--- src/rtl/core/tsdfv_pkg.sv ---
// Package for the TSDF voxel depth integration core: store geometry,
// register indexes, widths and the sideband word type.
// No dependencies.
`default_nettype none

package tsdfv_pkg;

    localparam int MAX_IMAGE_WIDTH  = 1024;
    localparam int MAX_IMAGE_HEIGHT = 1024;

    localparam int COL_W   = $clog2(MAX_IMAGE_WIDTH);
    localparam int ROW_W   = $clog2(MAX_IMAGE_HEIGHT);
    localparam int ADDR_W  = COL_W + ROW_W;
    localparam int DEPTH   = MAX_IMAGE_WIDTH * MAX_IMAGE_HEIGHT;

    // one quotient bit more than the largest in-range position needs,
    // so that anything at or past the limit shows up as out of range
    localparam int QB      = ((COL_W > ROW_W) ? COL_W : ROW_W) + 1;

    localparam int NUM_W   = 50;            // 2*h + hz, signed
    localparam int DEN_W   = 49;            // |2*hz|, unsigned
    localparam int REM_W   = DEN_W + QB;    // divisor shifted by the top bit

    localparam int CFG_IDX_W  = 3;
    localparam int CFG_DATA_W = 32;

    localparam logic [CFG_IDX_W-1:0] REG_TRUNC_DISTANCE  = 3'd0;
    localparam logic [CFG_IDX_W-1:0] REG_BAND_THICKNESS  = 3'd1;
    localparam logic [CFG_IDX_W-1:0] REG_BAND_SLOPE      = 3'd2;
    localparam logic [CFG_IDX_W-1:0] REG_PEAK_MAGNITUDE  = 3'd3;
    localparam logic [CFG_IDX_W-1:0] REG_FREESPACE_VALUE = 3'd4;
    localparam logic [CFG_IDX_W-1:0] REG_OCCLUDED_VALUE  = 3'd5;
    localparam logic [CFG_IDX_W-1:0] REG_IMAGE_WIDTH     = 3'd6;
    localparam logic [CFG_IDX_W-1:0] REG_IMAGE_HEIGHT    = 3'd7;

    localparam logic CMD_LOAD  = 1'b0;
    localparam logic CMD_VOXEL = 1'b1;

    localparam logic [1:0] POT_SLOPE = 2'd0;
    localparam logic [1:0] POT_PEAK  = 2'd1;
    localparam logic [1:0] POT_TRUNC = 2'd2;

    // what travels beside the divider
    typedef struct packed {
        logic               cmd;
        logic [9:0]         col;
        logic [9:0]         row;
        logic [31:0]        depth;
        logic [15:0]        weight;
        logic signed [47:0] hz;
        logic signed [31:0] vox;
        logic               skip;
    } t_side;

endpackage

`default_nettype wire

--- src/rtl/core/tsdfv_div.sv ---
// Pipelined restoring divider, two lanes sharing one divisor, one
// quotient bit per stage. Depends on tsdfv_pkg.
`default_nettype none

module tsdfv_div import tsdfv_pkg::*; (
    input  wire logic             i_clk,
    input  wire logic             i_en,
    input  wire logic [DEN_W-1:0] i_num_x,
    input  wire logic [DEN_W-1:0] i_num_y,
    input  wire logic [DEN_W-1:0] i_den,
    output logic      [QB-1:0]    o_q_x,
    output logic      [QB-1:0]    o_q_y
);

    logic [REM_W-1:0] r_rx [0:QB];
    logic [REM_W-1:0] r_ry [0:QB];
    logic [REM_W-1:0] r_d  [0:QB-1];
    logic [QB-1:0]    r_qx [0:QB];
    logic [QB-1:0]    r_qy [0:QB];

    logic [REM_W-1:0] n_rx [1:QB];
    logic [REM_W-1:0] n_ry [1:QB];
    logic [QB-1:0]    n_qx [1:QB];
    logic [QB-1:0]    n_qy [1:QB];

    // stage s resolves quotient bit QB-s
    always_comb begin
        for (int s = 1; s <= QB; s++) begin
            logic [REM_W-1:0] sd;
            sd = r_d[s-1] << (QB - s);
            n_rx[s] = r_rx[s-1];
            n_ry[s] = r_ry[s-1];
            n_qx[s] = r_qx[s-1];
            n_qy[s] = r_qy[s-1];
            if (r_rx[s-1] >= sd) begin
                n_rx[s] = r_rx[s-1] - sd;
                n_qx[s][QB-s] = 1'b1;
            end
            if (r_ry[s-1] >= sd) begin
                n_ry[s] = r_ry[s-1] - sd;
                n_qy[s][QB-s] = 1'b1;
            end
        end
    end

    always_ff @(posedge i_clk) begin
        if (i_en) begin
            r_rx[0] <= REM_W'(i_num_x);
            r_ry[0] <= REM_W'(i_num_y);
            r_d[0]  <= REM_W'(i_den);
            r_qx[0] <= '0;
            r_qy[0] <= '0;
            for (int s = 1; s <= QB; s++) begin
                r_rx[s] <= n_rx[s];
                r_ry[s] <= n_ry[s];
                if (s < QB) r_d[s] <= r_d[s-1];
                r_qx[s] <= n_qx[s];
                r_qy[s] <= n_qy[s];
            end
        end
    end

    assign o_q_x = r_qx[QB];
    assign o_q_y = r_qy[QB];

endmodule

`default_nettype wire

--- config.mk ---
export PLATFORM = sky130hd
export DESIGN_NAME = tsdfv_div
export DESIGN_NICKNAME = d
export VERILOG_FILES = /design/src/rtl/core/tsdfv_pkg.sv /design/src/rtl/core/tsdfv_div.sv
export SDC_FILE = /design/constraint.sdc
export NUM_CORES = 2
export LEC_CHECK = 0
export BUFFER_PORTS_ARGS = -buffer_cell sky130_fd_sc_hd__buf_2
export CAP_MARGIN = 20
export CORE_AREA = 10 10 590 592
export CTS_CLUSTER_DIAMETER = 150
export DETAILED_ROUTE_END_ITERATION = 8
export DIE_AREA = 0 0 600 602
export SETUP_SLACK_MARGIN = 0.02
export SLEW_MARGIN = 10
export SYNTH_ARGS = -nofsm -noshare
export SYNTH_HDL_FRONTEND = slang
export SYNTH_SLANG_ARGS = --single-unit
--- constraint.sdc ---
create_clock -name i_clk -period 8.1 [get_ports i_clk]
set_input_delay 0.81 -clock i_clk [delete_from_list [all_inputs] [get_ports i_clk]]
set_output_delay 0.81 -clock i_clk [all_outputs]
set_load 0.01 [all_outputs]
Word level (Yosys, flattened, before mapping)
Memories as Yosys holds them, arrays and structs flattened.
Index checks and enable logic that the tools add are counted.
- flip-flop bits (word level): 0
- latch bits: 0
- memory bits (writable): 2364
- ROM bits: 0
- word-level logic and storage cells: 95
- memories kept: 5
- memory list (memory ; words ; width ; rd ports ; clocked after memory_dff ; write ports ; line ; RTL):
    r_rx ; 12 ; 60 ; 11 ; 0 ; 12 ; tsdfv_div.sv:15 ; logic [REM_W-1:0] r_rx [0:QB];
    r_ry ; 12 ; 60 ; 11 ; 0 ; 12 ; tsdfv_div.sv:16 ; logic [REM_W-1:0] r_ry [0:QB];
    r_d ; 11 ; 60 ; 11 ; 0 ; 11 ; tsdfv_div.sv:17 ; logic [REM_W-1:0] r_d [0:QB-1];
    r_qx ; 12 ; 11 ; 12 ; 0 ; 12 ; tsdfv_div.sv:18 ; logic [QB-1:0] r_qx [0:QB];
    r_qy ; 12 ; 11 ; 12 ; 0 ; 12 ; tsdfv_div.sv:19 ; logic [QB-1:0] r_qy [0:QB];
- add/sub/neg operators: 22
- $mul: 0
- divide/modulo/power cells: 0
- magnitude comparators: 22
- equality and inequality tests: 0
- shift operators: 0
- multiplexer cells: 46
- bitwise logic cells: 0
- reduce and logical (&&, ||, !) cells: 0
- operators with widths (kind ; number):
    >= comparator 60 bit ; 22
    two-way mux 60 bit ; 22
    subtractor 60 bit ; 22
    two-way mux 1 bit ; 24

Logic depth before layout (Yosys ltp)
- word-level depth: 2
- depth in mapped cells: 17
- depth with buffers taken out: 15

Worst setup path before layout
No wires, ideal clock.
- path kind: reg2reg
- start: memory r_rx[4][6] (netlist name)
- end: memory r_rx[5][43] (netlist name), data pin
- setup time: 0.260 ns
- arrival time: 3.444 ns
- data required time: 7.840 ns
- setup slack: 4.396 ns
- stages on the path, launching flop included: 15
- buffers on the path: 1
- path through: edfxtp_1 inv_1 ha_1 inv_1 fa_1 a211oi_1 o21ai_0 a21oi_2 o31ai_4 a22o_1 a21oi_1 a221oi_1 o21ai_1 clkbuf_1 mux2_2
- RTL lines (element ; line):
    start, declared ; tsdfv_div.sv:15

==> results.py <==
metrics = {
    "status": {
        "status": "completed",
    },
    "power_and_ir_drop": {
        "max-vdd-ir-drop_mv": 0.201,
        "swShare_pct": 39.8,
        "switchingPower_uw": 19800,
        "comb_power_share_pct": 45.6,
        "power.leakage_uw": 0.0568,
        "power_density_mw_per_mm2": 347,
        "power_frac_clock_pct": 20.5,
        "p_seq_share_pct": 33.9,
        "intPower_uw": 29900,
    },
    "place": {
        "io_buffers": 170,
        "place_area_mm2": 0.136,
        "place.gp.congestion": 0.964,
        "dpl.hpwl_um": 304000,
        "post-place-ws_ns": 2.70,
    },
    "timing": {
        "layout_setup_ws_ns": 2.63,
        "hold_violations": 0,
        "slew_viol_final": 0,
        "slew-limit-headroom_pct": 14.4,
        "worstMarginPinSlew_ns": 1.26,
        "hold_slack_ns": 0.0870,
        "skew_ns": 0.0472,
        "period_share_pct": 67.5,
        "fin_crit_ns": 5.47,
        "rsz0062_at_grt": "no",
        "setup_tns_ns": 0,
        "timing.fmax_ghz": 0.183,
        "setup_viol": 0,
    },
    "clock_tree": {
        "cts_made_buffers": 224,
        "cts_buffer_depth": 4,
        "clock-root-buffer": "clkbuf_16",
        "path_clk_slew_ns": 0.07,
        "cts_resized": 0,
        "hold_buffers": 0,
        "clock_latency_ns": 0.89,
        "post-cts-setup-buffers": 0,
        "htreeDepth": 4,
        "cts_tree": "done",
        "clock-sinks": 1969,
    },
    "floorplanning": {
        "fp.dieArea_mm2": 0.361,
        "die_width_um": 600,
        "row_count": 213,
        "core_area_mm2": 0.336,
        "ioPinCount": 171,
        "initial_core_util_pct": 38.9,
        "die_y_um": 602,
    },
    "global_route": {
        "antenna_found_initial": 2,
        "grt_max_degree": 157,
        "grt_pass1_wl_um": 568000,
        "grt.total_usage_pct": 20.0,
        "grt_pass1_vias": 97600,
        "grt_overflow": 0,
    },
    "layout": {
        "fill_cells": 32600,
        "drive_gt1_share_pct": 6.48,
        "layout.nets": 14400,
        "area_delta_synth_final_pct": 9.66,
        "stdcell_area_mm2": 0.143,
    },
    "worst_setup_path": {
        "path_max_fanout": 75,
        "path_class": "flip-flop to flip-flop",
        "worstSetupStartpointType": "flip-flop",
        "required_ns": 8.70,
        "arrival_ns": 6.07,
        "end_kind": "flip-flop",
    },
    "synthesis": {
        "synth_edf_count": 1969,
        "synthFlopType": "edfxtp_1",
        "yosysSeqAreaShare_pct": 45.3,
        "yosys-top-cells-area": "edfxtp_1 (45%), ha_1 (10%), a21oi_1 (5.3%), o21ai_0 (4.0%), xnor2_1 (3.6%)",
        "async_flop_share_pct": 0,
        "synth_nets": 14500,
        "synthesis.area_mm2": 0.131,
        "yosysTopAreaCell": "edfxtp_1",
        "synth_cell_types": 112,
        "ys_ff_latch": 1969,
        "synth_cells": 13200,
        "yosysWarnings": 0,
        "yosys.area.top_type_share_pct": 45.3,
        "synth_area_per_cell_um2": 9.87,
    },
    "detailed_routing": {
        "vias": 97700,
        "drc": 0,
        "ant_nets": 0,
        "drtIter0Drc": 6415,
        "routedWlPerCell_um": 21.2,
        "drt_pass1_iterations": 6,
        "avgViaCountPerCell": 5.50,
        "wl_um": 377000,
    },
    "job": {
        "maxCapViolations": 0,
    },
    "worst_hold_path": {
        "hp-class": "primary input to flip-flop",
    },
}
per-layer routing:
layer	vias to the layer above	global-route usage, %	part of all wire (%)
li1	48900	-	-
met3	850	1.84	3.7
met1	45300	25.0	43
met5	-	0	0
met4	0	11.7	7.1
met2	2697	33.6	46
power groups by stage:
stage | Sequential [uW] | Combinational (uW) | Clock [uW]
after floorplan | 15900 | 16600 | 0
after global placement | 17000 | 22300 | 0
after detailed placement | 17000 | 22300 | 0
after CTS | 16800 | 22400 | 10500
after global routing | 17100 | 25000 | 10900
final | 16900 | 22600 | 10200
cells by family (layout without fill, tap and decap cells):
kind of cell | count (synthesis) | in the layout | share of synthesized area [%]
AOI/OAI and AO/OA | 4192 | 4192 | 19.9
xor gates and xnor gates | 981 | 981 | 6.58
adders and majority gates | 1078 | 1078 | 10.4
buffers and inverters | 1362 | 1491 | 3.99
DFF | 1969 | 1969 | 45.3
muxes | 135 | 135 | 1.16
other | 0 | 2 | 0
and+or+nand+nor | 3511 | 3511 | 12.7
cell type report:
type | instances | area [um2] | area share (%)
Inverter | 836 | 3140 | 2.19
Clock buffer | 257 | 5810 | 4.06
Tap cell | 4407 | 5510 | 3.85
Clock inverter | 142 | 1490 | 1.04
Antenna cell | 2 | 5.00 | 0.00350
Timing Repair Buffer | 256 | 1650 | 1.15
Multi-Input combinational cell | 9897 | 66400 | 46.4
Sequential cell | 1969 | 59100 | 41.3
state kept, by name, summed over array words and instances (netlist names):
| signal | cells |
|---|---|
| r_qy | 66 |
| r_rx | 649 |
| r_ry | 649 |
| r_qx | 66 |
| r_d | 539 |
metrics by stage:
step	utilization, %	instances	power [uW]
6_report	42.6	17800	49700
5_1_grt	42.6	17800	53000
4_1_cts	42.6	17800	49700
3_5_place_dp	40.5	17400	39300
3_3_place_gp	40.5	17400	39300
2_1_floorplan	-	13200	32500
synth_stat cells (54+ instances only):
cell and count:
a21o_1 611, nor3_1 184, o31ai_1 73, buf_2 76
nor2_1 870, nand2b_1 106, a31oi_1 137, o211ai_1 72
xor2_1 443, nand4_1 271, and2_1 54, o21ai_0 1055
clkbuf_1 421, xnor2_1 538, nand3_1 238, a21oi_1 1394
o21bai_1 173, a211oi_1 76, nand2_1 1231, edfxtp_1 1969
mux2_2 127, nor2b_1 140, o21a_1 117, inv_1 833
nor4_1 84, and3_1 99, ha_1 1058, or3_1 59
worst max-delay path: stages (launching register included):
cell       delay (ns)
edfxtp_1         0.46
inv_1            0.10
ha_1             0.32
nor2b_1          0.16
o31a_1           0.30
o211ai_1         0.40
a21oi_1          0.28
nor3_1           0.77
o31ai_2          0.23
a2111oi_2        0.52
buf_12           0.32
clkinv_1         0.78
nand3_1          0.32
o21ai_0          0.12
layout by cell type, fill, tap and decap left out, types with 72 or more instances in the layout:
| cell type | Yosys | routed |
|---|---|---|
| nor3_1 | 184 | 182 |
| nor4_1 | 84 | 77 |
| o21a_1 | 117 | 117 |
| xnor2_1 | 538 | 538 |
| inv_1 | 833 | 833 |
| clkbuf_16 | 0 | 228 |
| o31ai_1 | 73 | 72 |
| o21ai_0 | 1055 | 1053 |
| buf_4 | 1 | 74 |
| nand2_1 | 1231 | 1231 |
| mux2_2 | 127 | 127 |
| buf_2 | 76 | 170 |
| edfxtp_1 | 1969 | 1969 |
| nor2b_1 | 140 | 140 |
| a21o_1 | 611 | 611 |
| nor2_1 | 870 | 868 |
| nand2b_1 | 106 | 106 |
| ha_1 | 1058 | 1058 |
| a21oi_1 | 1394 | 1393 |
| nand4_1 | 271 | 271 |
| o21bai_1 | 173 | 173 |
| and3_1 | 99 | 99 |
| xor2_1 | 443 | 443 |
| nand3_1 | 238 | 237 |
| a211oi_1 | 76 | 76 |
| a31oi_1 | 137 | 137 |
| o211ai_1 | 72 | 72 |
final timing paths:
check,slack [ns],endpoint,cells after the start,startpoint
setup reg to reg,2.63,r_rx[8][52]$_DFFE_PP_,13,r_d[7][1]$_DFFE_PP_
hold / removal,0.09,r_ry[0][25]$_DFFE_PP_,1,i_num_y[25]
setup / recovery,2.63,r_rx[8][52]$_DFFE_PP_,13,r_d[7][1]$_DFFE_PP_
hold reg to reg,0.41,r_qx[1][42]$_DFFE_PP_,0,r_qx[1][31]$_DFFE_PP_
Note: power is estimated with default switching activity, not from simulation.
